$ cat src/rtl/core/assert_macros.svh
// Assertion macros shared by the rasterizer core.
`ifndef ASSERT_MACROS_SVH
`define ASSERT_MACROS_SVH

`ifndef SYNTH

// Clocked assertion, held off while reset is asserted
`define MCR_ASSERT(label, clk, rst_n, prop) \
  label: assert property (@(posedge clk) disable iff (!rst_n) prop) \
    else $error("mcr assertion failed");

// Clocked assertion, checked in reset too
`define MCR_ASSERT_ALWAYS(label, clk, prop) \
  label: assert property (@(posedge clk) prop) \
    else $error("mcr assertion failed");

`else

`define MCR_ASSERT(label, clk, rst_n, prop)
`define MCR_ASSERT_ALWAYS(label, clk, prop)

`endif

`endif

$ cat src/rtl/core/mcr_pkg.sv
package mcr_pkg;

  localparam int unsigned COORD_BITS_DEF = 12;
  localparam int unsigned ColorBits      = 8;
  localparam int unsigned CfgIdxBits     = 1;
  localparam int unsigned BeatBits       = 3;

  localparam int unsigned FrameColsReset = 640;
  localparam int unsigned FrameRowsReset = 480;

  // Midpoint constants
  localparam int unsigned DecInit  = 1;
  localparam int unsigned StepDiag = 5;
  localparam int unsigned StepSide = 3;

  localparam logic [CfgIdxBits-1:0] CfgFrameCols = 1'b0;
  localparam logic [CfgIdxBits-1:0] CfgFrameRows = 1'b1;

  localparam logic ActStart   = 1'b0;
  localparam logic ActAdvance = 1'b1;

  localparam logic [BeatBits-1:0] LastBeat = 3'd7;

  typedef enum logic [1:0] {
    KindAccept = 2'd0,
    KindReject = 2'd1,
    KindPixel  = 2'd2
  } kind_e;

  // kind, centre x/y, point x/y, colour, done
  function automatic int unsigned job_bits(input int unsigned coord_bits);
    return 2 + 4 * coord_bits + ColorBits + 1;
  endfunction

endpackage

$ cat src/rtl/core/mcr_front.sv
module mcr_front #(
  parameter int unsigned CoordBits = mcr_pkg::COORD_BITS_DEF
) (
  input  logic                                 clk_i,
  input  logic                                 rst_ni,
  input  logic                                 cfg_valid_i,
  output logic                                 cfg_ready_o,
  input  logic [mcr_pkg::CfgIdxBits-1:0]       cfg_index_i,
  input  logic [CoordBits:0]                   cfg_data_i,
  input  logic                                 in_valid_i,
  output logic                                 in_ready_o,
  input  logic                                 action_i,
  input  logic [CoordBits-1:0]                 center_x_i,
  input  logic [CoordBits-1:0]                 center_y_i,
  input  logic [CoordBits-1:0]                 circle_radius_i,
  input  logic [mcr_pkg::ColorBits-1:0]        pixel_color_i,
  output logic                                 job_valid_o,
  input  logic                                 job_ready_i,
  output logic [mcr_pkg::job_bits(CoordBits)-1:0] job_o
);
  import mcr_pkg::*;

  localparam int unsigned DecBits = CoordBits + 3;

  typedef struct packed {
    logic [1:0]           kind;
    logic [CoordBits-1:0] cx;
    logic [CoordBits-1:0] cy;
    logic [CoordBits-1:0] px;
    logic [CoordBits-1:0] py;
    logic [ColorBits-1:0] color;
    logic                 done;
  } job_t;

  logic [CoordBits:0]   cols_q, rows_q;
  logic                 drawing_q;
  logic [CoordBits-1:0] x_q, y_q, cx_q, cy_q;
  logic [ColorBits-1:0] color_q;
  logic [DecBits-1:0]   dec_q;

  logic [CoordBits:0]   sum_x, sum_y;
  logic                 out_of_frame;
  logic                 dec_nonneg;
  logic [DecBits-1:0]   x_ext, y_ext, dec_step;
  logic                 step_done;
  logic                 accept, is_start;
  job_t                 job;

  always_comb begin
    sum_x = {1'b0, center_x_i} + {1'b0, circle_radius_i};
    sum_y = {1'b0, center_y_i} + {1'b0, circle_radius_i};
    out_of_frame = (sum_x >= cols_q) || (center_x_i < circle_radius_i) ||
                   (sum_y >= rows_q) || (center_y_i < circle_radius_i);

    dec_nonneg = ~dec_q[DecBits-1];
    x_ext = DecBits'(x_q);
    y_ext = DecBits'(y_q);
    if (dec_nonneg) begin
      dec_step  = ((x_ext - y_ext) << 1) + DecBits'(StepDiag);
      // x+1 > y-1
      step_done = ({1'b0, x_q} + (CoordBits + 1)'(1)) >= {1'b0, y_q};
    end else begin
      dec_step  = (x_ext << 1) + DecBits'(StepSide);
      step_done = x_q >= y_q;
    end
  end

  assign is_start    = action_i == ActStart;
  assign in_ready_o  = job_ready_i;
  assign accept      = in_valid_i && job_ready_i;
  // advance with no circle active is dropped here
  assign job_valid_o = in_valid_i && job_ready_i && (is_start || drawing_q);
  assign cfg_ready_o = 1'b1;

  always_comb begin
    job = '0;
    if (is_start) begin
      job.kind = out_of_frame ? KindReject : KindAccept;
    end else begin
      job.kind  = KindPixel;
      job.cx    = cx_q;
      job.cy    = cy_q;
      job.px    = x_q;
      job.py    = y_q;
      job.color = color_q;
      job.done  = step_done;
    end
  end

  assign job_o = job;

  always_ff @(posedge clk_i or negedge rst_ni) begin
    if (!rst_ni) begin
      cols_q    <= (CoordBits + 1)'(FrameColsReset);
      rows_q    <= (CoordBits + 1)'(FrameRowsReset);
      drawing_q <= 1'b0;
      x_q       <= '0;
      y_q       <= '0;
      cx_q      <= '0;
      cy_q      <= '0;
      color_q   <= '0;
      dec_q     <= '0;
    end else begin
      if (cfg_valid_i) begin
        case (cfg_index_i)
          CfgFrameCols: cols_q <= cfg_data_i;
          CfgFrameRows: rows_q <= cfg_data_i;
          default: ;
        endcase
      end
      if (accept && is_start) begin
        if (out_of_frame) begin
          drawing_q <= 1'b0;
        end else begin
          drawing_q <= 1'b1;
          cx_q      <= center_x_i;
          cy_q      <= center_y_i;
          color_q   <= pixel_color_i;
          x_q       <= '0;
          y_q       <= circle_radius_i;
          dec_q     <= DecBits'(DecInit) - DecBits'(circle_radius_i);
        end
      end else if (accept && drawing_q) begin
        dec_q <= dec_q + dec_step;
        x_q   <= x_q + CoordBits'(1);
        if (dec_nonneg) begin
          y_q <= y_q - CoordBits'(1);
        end
        if (step_done) begin
          drawing_q <= 1'b0;
        end
      end
    end
  end

endmodule

$ cat src/rtl/core/mcr_queue.sv
module mcr_queue #(
  parameter int unsigned Width = 8
) (
  input  logic             clk_i,
  input  logic             rst_ni,
  input  logic             push_valid_i,
  output logic             push_ready_o,
  input  logic [Width-1:0] push_data_i,
  output logic             pop_valid_o,
  input  logic             pop_ready_i,
  output logic [Width-1:0] pop_data_o
);
  import mcr_pkg::*;

  localparam int unsigned Depth   = 2;
  localparam int unsigned PtrBits = $clog2(Depth);

  logic [Width-1:0]   mem_q [Depth];
  logic [PtrBits-1:0] wr_ptr_q, rd_ptr_q;
  logic [PtrBits:0]   count_q;
  logic               push, pop;

  assign push_ready_o = count_q != (PtrBits + 1)'(Depth);
  assign pop_valid_o  = count_q != '0;
  assign pop_data_o   = mem_q[rd_ptr_q];
  assign push         = push_valid_i && push_ready_o;
  assign pop          = pop_valid_o && pop_ready_i;

  always_ff @(posedge clk_i) begin
    if (push) begin
      mem_q[wr_ptr_q] <= push_data_i;
    end
  end

  always_ff @(posedge clk_i or negedge rst_ni) begin
    if (!rst_ni) begin
      wr_ptr_q <= '0;
      rd_ptr_q <= '0;
      count_q  <= '0;
    end else begin
      if (push) begin
        wr_ptr_q <= wr_ptr_q + PtrBits'(1);
      end
      if (pop) begin
        rd_ptr_q <= rd_ptr_q + PtrBits'(1);
      end
      if (push && !pop) begin
        count_q <= count_q + (PtrBits + 1)'(1);
      end else if (pop && !push) begin
        count_q <= count_q - (PtrBits + 1)'(1);
      end
    end
  end

endmodule

$ cat src/rtl/core/mcr_back.sv
module mcr_back #(
  parameter int unsigned CoordBits = mcr_pkg::COORD_BITS_DEF
) (
  input  logic                                    clk_i,
  input  logic                                    rst_ni,
  input  logic                                    job_valid_i,
  output logic                                    job_ready_o,
  input  logic [mcr_pkg::job_bits(CoordBits)-1:0] job_i,
  output logic                                    out_valid_o,
  input  logic                                    out_ready_i,
  output logic [1:0]                              result_kind_o,
  output logic [CoordBits-1:0]                    pixel_x_o,
  output logic [CoordBits-1:0]                    pixel_y_o,
  output logic [mcr_pkg::ColorBits-1:0]           write_value_o,
  output logic                                    last_of_run_o,
  output logic                                    circle_done_o
);
  import mcr_pkg::*;

  typedef struct packed {
    logic [1:0]           kind;
    logic [CoordBits-1:0] cx;
    logic [CoordBits-1:0] cy;
    logic [CoordBits-1:0] px;
    logic [CoordBits-1:0] py;
    logic [ColorBits-1:0] color;
    logic                 done;
  } job_t;

  job_t                 job_q;
  logic                 busy_q;
  logic [BeatBits-1:0]  beat_q;
  logic                 out_valid_q;
  logic [1:0]           kind_q;
  logic [CoordBits-1:0] pix_x_q, pix_y_q;
  logic [ColorBits-1:0] value_q;
  logic                 last_q, done_q;

  logic                 last_beat, emit, load;
  logic [CoordBits-1:0] off_a, off_b, pix_x, pix_y;

  assign last_beat   = (job_q.kind != KindPixel) || (beat_q == LastBeat);
  assign emit        = busy_q && (!out_valid_q || out_ready_i);
  assign job_ready_o = !busy_q || (emit && last_beat);
  assign load        = job_valid_i && job_ready_o;

  // beat bit 2 swaps the octant pair, bits 0 and 1 mirror x and y
  always_comb begin
    off_a = beat_q[2] ? job_q.py : job_q.px;
    off_b = beat_q[2] ? job_q.px : job_q.py;
    pix_x = beat_q[0] ? job_q.cx - off_a : job_q.cx + off_a;
    pix_y = beat_q[1] ? job_q.cy - off_b : job_q.cy + off_b;
  end

  always_ff @(posedge clk_i or negedge rst_ni) begin
    if (!rst_ni) begin
      busy_q      <= 1'b0;
      beat_q      <= '0;
      job_q       <= '0;
      out_valid_q <= 1'b0;
      kind_q      <= '0;
      pix_x_q     <= '0;
      pix_y_q     <= '0;
      value_q     <= '0;
      last_q      <= 1'b0;
      done_q      <= 1'b0;
    end else begin
      if (emit) begin
        out_valid_q <= 1'b1;
        kind_q      <= job_q.kind;
        pix_x_q     <= pix_x;
        pix_y_q     <= pix_y;
        value_q     <= job_q.color;
        last_q      <= last_beat;
        done_q      <= job_q.done;
        beat_q      <= beat_q + BeatBits'(1);
        if (last_beat) begin
          busy_q <= 1'b0;
        end
      end else if (out_ready_i) begin
        out_valid_q <= 1'b0;
      end
      // take the next word when idle or in the cycle the last result is registered
      if (load) begin
        job_q  <= job_t'(job_i);
        busy_q <= 1'b1;
        beat_q <= '0;
      end
    end
  end

  assign out_valid_o   = out_valid_q;
  assign result_kind_o = kind_q;
  assign pixel_x_o     = pix_x_q;
  assign pixel_y_o     = pix_y_q;
  assign write_value_o = value_q;
  assign last_of_run_o = last_q;
  assign circle_done_o = done_q;

endmodule

$ cat src/rtl/core/midpoint_circle_rasterizer_core.sv
// Channel   Direction  Handshake              Word
// cfg       in         cfg_valid/cfg_ready    cfg_index, cfg_data (frame cols, rows)
// in        in         in_valid/in_ready      action, center_x/y, circle_radius, pixel_color
// out       out        out_valid/out_ready    result_kind, pixel_x/y, write_value, flags
//
// A start word gives one result, an advance word eight (none if no circle is
// active), one per cycle from the single result register while out_ready holds.
// The front end classifies a word combinationally and passes it through a
// two-entry queue; it stalls input only when that queue is full.
// Reset loads a 640 by 480 frame and leaves no circle active.
`include "assert_macros.svh"

module midpoint_circle_rasterizer_core #(
  parameter int unsigned COORD_BITS = mcr_pkg::COORD_BITS_DEF
) (
  input  logic                              clk_i,
  input  logic                              rst_ni,
  input  logic                              cfg_valid_i,
  output logic                              cfg_ready_o,
  input  logic [mcr_pkg::CfgIdxBits-1:0]    cfg_index_i,
  input  logic [COORD_BITS:0]               cfg_data_i,
  input  logic                              in_valid_i,
  output logic                              in_ready_o,
  input  logic                              action_i,
  input  logic [COORD_BITS-1:0]             center_x_i,
  input  logic [COORD_BITS-1:0]             center_y_i,
  input  logic [COORD_BITS-1:0]             circle_radius_i,
  input  logic [mcr_pkg::ColorBits-1:0]     pixel_color_i,
  output logic                              out_valid_o,
  input  logic                              out_ready_i,
  output logic [1:0]                        result_kind_o,
  output logic [COORD_BITS-1:0]             pixel_x_o,
  output logic [COORD_BITS-1:0]             pixel_y_o,
  output logic [mcr_pkg::ColorBits-1:0]     write_value_o,
  output logic                              last_of_run_o,
  output logic                              circle_done_o
);
  import mcr_pkg::*;

  localparam int unsigned JobBits = job_bits(COORD_BITS);

  logic               fq_valid, fq_ready;
  logic [JobBits-1:0] fq_data;
  logic               qb_valid, qb_ready;
  logic [JobBits-1:0] qb_data;

  mcr_front #(
    .CoordBits(COORD_BITS)
  ) u_front (
    .clk_i          (clk_i),
    .rst_ni         (rst_ni),
    .cfg_valid_i    (cfg_valid_i),
    .cfg_ready_o    (cfg_ready_o),
    .cfg_index_i    (cfg_index_i),
    .cfg_data_i     (cfg_data_i),
    .in_valid_i     (in_valid_i),
    .in_ready_o     (in_ready_o),
    .action_i       (action_i),
    .center_x_i     (center_x_i),
    .center_y_i     (center_y_i),
    .circle_radius_i(circle_radius_i),
    .pixel_color_i  (pixel_color_i),
    .job_valid_o    (fq_valid),
    .job_ready_i    (fq_ready),
    .job_o          (fq_data)
  );

  mcr_queue #(
    .Width(JobBits)
  ) u_queue (
    .clk_i       (clk_i),
    .rst_ni      (rst_ni),
    .push_valid_i(fq_valid),
    .push_ready_o(fq_ready),
    .push_data_i (fq_data),
    .pop_valid_o (qb_valid),
    .pop_ready_i (qb_ready),
    .pop_data_o  (qb_data)
  );

  mcr_back #(
    .CoordBits(COORD_BITS)
  ) u_back (
    .clk_i        (clk_i),
    .rst_ni       (rst_ni),
    .job_valid_i  (qb_valid),
    .job_ready_o  (qb_ready),
    .job_i        (qb_data),
    .out_valid_o  (out_valid_o),
    .out_ready_i  (out_ready_i),
    .result_kind_o(result_kind_o),
    .pixel_x_o    (pixel_x_o),
    .pixel_y_o    (pixel_y_o),
    .write_value_o(write_value_o),
    .last_of_run_o(last_of_run_o),
    .circle_done_o(circle_done_o)
  );

  `MCR_ASSERT(a_status_word_shape, clk_i, rst_ni, out_valid_o && (result_kind_o == KindAccept || result_kind_o == KindReject) |-> last_of_run_o && pixel_x_o == '0 && pixel_y_o == '0 && write_value_o == '0)
  `MCR_ASSERT_ALWAYS(a_done_on_pixels_only, clk_i, out_valid_o && circle_done_o |-> result_kind_o == KindPixel)
  `MCR_ASSERT(a_start_reaches_queue, clk_i, rst_ni, in_valid_i && in_ready_o && action_i == ActStart |=> qb_valid)

endmodule
$ cat config.mk
export PLATFORM = sky130hd
export DESIGN_NAME = midpoint_circle_rasterizer_core
export DESIGN_NICKNAME = d
export VERILOG_FILES = /design/src/rtl/core/mcr_pkg.sv /design/src/rtl/core/mcr_front.sv /design/src/rtl/core/mcr_queue.sv /design/src/rtl/core/mcr_back.sv /design/src/rtl/core/midpoint_circle_rasterizer_core.sv
export VERILOG_INCLUDE_DIRS = /design/src /design/src/rtl/core
export SDC_FILE = /design/constraint.sdc
export NUM_CORES = 1
export LEC_CHECK = 0
export BUFFER_PORTS_ARGS = -buffer_cell sky130_fd_sc_hd__buf_2
export CAP_MARGIN = 30
export CORE_MARGIN = 5
export CORE_UTILIZATION = 46
export CTS_CLUSTER_SIZE = 16
export DETAILED_ROUTE_END_ITERATION = 10
export GPL_ROUTABILITY_DRIVEN = 0
export PLACE_DENSITY = 0.6
export RECOVER_POWER = 50
export SYNTH_ARGS = -nofsm -noshare
export SYNTH_HDL_FRONTEND = slang
export SYNTH_SLANG_ARGS = --single-unit
$ cat constraint.sdc
create_clock -name clk_i -period 11.35 [get_ports clk_i]
set_input_delay 0.5675 -clock clk_i [delete_from_list [all_inputs] [get_ports clk_i]]
set_output_delay 0.5675 -clock clk_i [all_outputs]
set_load 0.01 [all_outputs]
==> key figures <==
Power
  • Combinational Power Share: 0.468
  • Sw Pwr: ~0.0023 W
  • Peak VDD IR: approximately 0.00016 V
  • Power Density: between 200 and 300 mW/mm^2
  • Clock Power Share: 0.206
  • Internal power: approximately 0.0035 W
  • Switching share of power: 0.3943
  • Register share of total power: 0.327
  • P_leak: ~8.9 nW

Setup path
  • Crit start category: input port
  • Worst path slowest cell: clkbuf_1
  • Max incr delay on CP: about 3.7 ns
  • WP data required: roughly 11 ns
  • CP dominant cell by count: clkbuf_1
  • Crit end category: asynchronous set/reset pin
  • Worst Path Buf+Inv: 2
  • FF-to-FF Start: u_back.beat_q[2]$_DFFE_PN0P_
  • Worst-path maximum fanout: 96
  • CP arrival: about 6.4 ns
  • Cell family with most CP delay: buffers and inverters
  • WS Path Type: in2async
  • Origin of the worst setup path: rst_ni
  • Critical-path cell list: clkbuf_1 > clkbuf_1

Timing
  • Fmax: 151.8 MHz
  • Slew Viols, Final: 265
  • RSZ-0062 raised after global routing: no
  • Period utilization: 0.5805
  • Setup Total Neg Slack: 0 ns
  • Minimum clock period: ~6.6 ns
  • Final Hold Fails: 0
  • Setup Skew: 0.01312 ns
  • Relative slew margins: -2.681
  • Worst-Margin Slew: ~5.5 ns
  • Setup violations, final: 0

Floorplan
  • Die width: roughly 210 um
  • Die height: ~210 um
  • Row cnt: between 70 and 80
  • Core area: around 0.04 mm^2
  • Die ar.: about 0.044 mm^2
  • Initial core utilization: 0.4664
  • # IOs: ~100

CTS
  • CTS root buf: clkbuf_16
  • Clk sinks: between 300 and 400
  • CTS tree: done
  • Clk buf depth: 3
  • CTS Buf Count: 37
  • Clk slew on worst S/H paths: roughly 0.060 ns
  • Number of setup buffers added after CTS: 0
  • CTS H-tree lvls: 2
  • Hold_buf cts: 0
  • Worst skew pair latency: approximately 0.55 ns
  • Post_cts resized: 0

Run status
  • Failing checks: capacitance limit, slew limit
  • Status: complete, but fails checks

Detailed routing
  • DR DRC count: 0
  • Via count: between 10k and 15k
  • WL/cell: between 15 and 20 um
  • First-pass DRT Iterations: 5
  • Routed wire length: 45.25 mm
  • DRT iter0 DRCs: 854
  • ANT nets after route: 0
  • Via/cell ratio: about 5.5

Yosys
  • Post-Synthesis Cells: 1794
  • Asr flop ratio synth: 0.6313
  • Yosys Warn Count: 0
  • Mapped Area: 0.01857 mm^2
  • Synth Register Bits: 320
  • Post-synthesis sequential area ratio: 0.4633
  • Syn Area/Cell: between 10 and 15 um^2
  • Number of enable flip-flop cells after synthesis: about 120
  • Top FF cell, synth: dfrtp_1
  • Mapped Nets: between 2k and 2.5k
  • Synth unique cells: just over 70

Worst hold path
  • Hold path start: cfg_data_i[6]
  • HP Class: in2reg

Final layout
  • Nets: around 2.1k
  • Fin cells: roughly 2.4k
  • Layout cells sized above 1: 0.1379
  • Synthesis-to-layout area growth: 12.15%
  • Final Util: 0.5231
  • Fin area: 0.02083 mm^2
  • # diodes: 0
  • # fillers: 3644

GRT
  • Initial antenna violation count: 3
  • Largest net degree at the start of global routing: just under 100
  • Grt ovf: 0
  • First-pass GRT wire length: 72.77 mm
  • Vias in the first global route: 13.16k
  • GRT Resource Usage Total: 0.2045

Place
  • DP Area: ~0.020 mm^2
  • Post-DP HPWL: 33.35 mm
  • I/O Buffers: between 100 and 150
  • Placed cells: 2364

Run
  • Max cap viols: 4
-- metrics by stage --
step           hold WS (ns)  worst slack, ns  power, W
6_report             0.2332            4.762  0.005738
5_1_grt              0.2276            3.096  0.006231
4_1_cts             0.04125            6.386  0.005801
2_1_floorplan        0.2719            6.703  0.003874
3_3_place_gp         0.4574            5.814  0.004517
3_5_place_dp         0.4576            5.872  0.004588
-- layer usage --
layer  global-route usage  vias to the layer above  share of wire
met2               0.3287                      279           0.46
met1               0.2848                     6396           0.46
li1                     -                     6554              -
met3              0.03193                       82          0.046
met4              0.06953                        2          0.034
met5                    0                        -        0.00044
-- cells by family (layout without fill, tap and decap cells) --
family	after synthesis	after routing	synth area share
AO/OA/AOI/OAI	392	392	0.1266
multiplexers	166	166	0.09444
XOR/XNOR	107	107	0.05045
AND/OR/NAND/NOR	491	491	0.1272
adder cells (fa/ha/maj)	149	149	0.1028
buffers and inverters	168	281	0.03496
other	1	1	0.0002019
flip-flops	320	320	0.4633
-- final timing paths --
kind                            slack, ns  cells past startpoint                          endpoint
worst max-delay path                 4.76                      2      u_queue.rd_ptr_q$_DFFE_PN0P_
worst min-delay path                 0.23                      3     u_front.cols_q[6]$_DFFE_PN0P_
worst max register to register       5.65                     13  u_back.pixel_x_o[11]$_DFFE_PN0P_
worst min register to register       0.46                      2  u_back.last_of_run_o$_DFFE_PN0P_
max in group clk_i                   5.65                     13  u_back.pixel_x_o[11]$_DFFE_PN0P_
min in group asynchronous            1.95                      1   u_back.pixel_x_o[6]$_DFFE_PN0P_
-- cells in the mapped netlist, drive strengths merged (9+ instances only) --
| cell type | number | share of area |
|---|---|---|
| nand4 | 15 | 0.0051 |
| a211oi | 15 | 0.0063 |
| a21o | 19 | 0.0077 |
| and2 | 61 | 0.021 |
| nand3 | 25 | 0.0067 |
| a22oi | 9 | 0.0036 |
| o211ai | 9 | 0.0036 |
| xor2 | 45 | 0.021 |
| mux2 | 74 | 0.045 |
| nor2b | 18 | 0.0061 |
| edfxtp | 118 | 0.19 |
| o21ai | 104 | 0.028 |
| xnor2 | 62 | 0.029 |
| buf | 15 | 0.0040 |
| nor3 | 39 | 0.011 |
| o22ai | 10 | 0.0034 |
| clkbuf | 56 | 0.011 |
| nand2 | 102 | 0.021 |
| mux2i | 92 | 0.050 |
| ha | 143 | 0.096 |
| a21oi | 144 | 0.039 |
| o31ai | 15 | 0.0061 |
| inv | 97 | 0.020 |
| nor2 | 165 | 0.033 |
| a31oi | 17 | 0.0057 |
| nand2b | 22 | 0.0074 |
| nor3b | 10 | 0.0040 |
| dfrtp | 196 | 0.26 |
| o21bai | 12 | 0.0049 |
-- power by group through the flow --
stage	logic [W]	clock network, W	registers (W)
finish	0.00268	0.00118	0.00187
global route	0.00304	0.00127	0.00192
CTS	0.00271	0.00122	0.00188
detailed placement	0.00269	0	0.00190
global placement	0.00263	0	0.00189
floorplan	0.00205	0	0.00182
-- registers in the layout, summed over array words and instances (netlist names), 13 cells and up --
signal,count
u_front.rows_q,13
u_back.job_q,59
u_front.cols_q,13
u_queue.mem_q,118
u_front.dec_q,15
-- tightest hold or removal path, delay by kind of cell --
family,cells,cell delay (ns)
buffers and inverters,1,0.08
AO/OA/AOI/OAI,1,0.05
AND/OR/NAND/NOR,1,0.04
-- cell type report --
type | count | area, um^2 | area share
Clock buffer | 57 | 1031 | 0.04950
Clock inverter | 10 | 177.7 | 0.008530
Inverter | 97 | 364.1 | 0.01748
Sequential cell | 320 | 8611 | 0.4134
Tap cell | 525 | 656.9 | 0.03154
Multi-Input combinational cell | 1306 | 9353 | 0.4490
Timing Repair Buffer | 117 | 636.9 | 0.03057
-- cell usage in the layout (no fill, tap or decap), types with 38 or more instances in the layout --
cell type,instances
a21oi_1,142
and2_0,56
buf_2,100
dfrtp_1,194
edfxtp_1,118
ha_1,143
inv_1,97
mux2_2,74
mux2i_1,92
nand2_1,101
nor2_1,162
nor3_1,38
o21ai_0,102
xnor2_1,62
xor2_1,45
(Power assumes the default switching activity.)
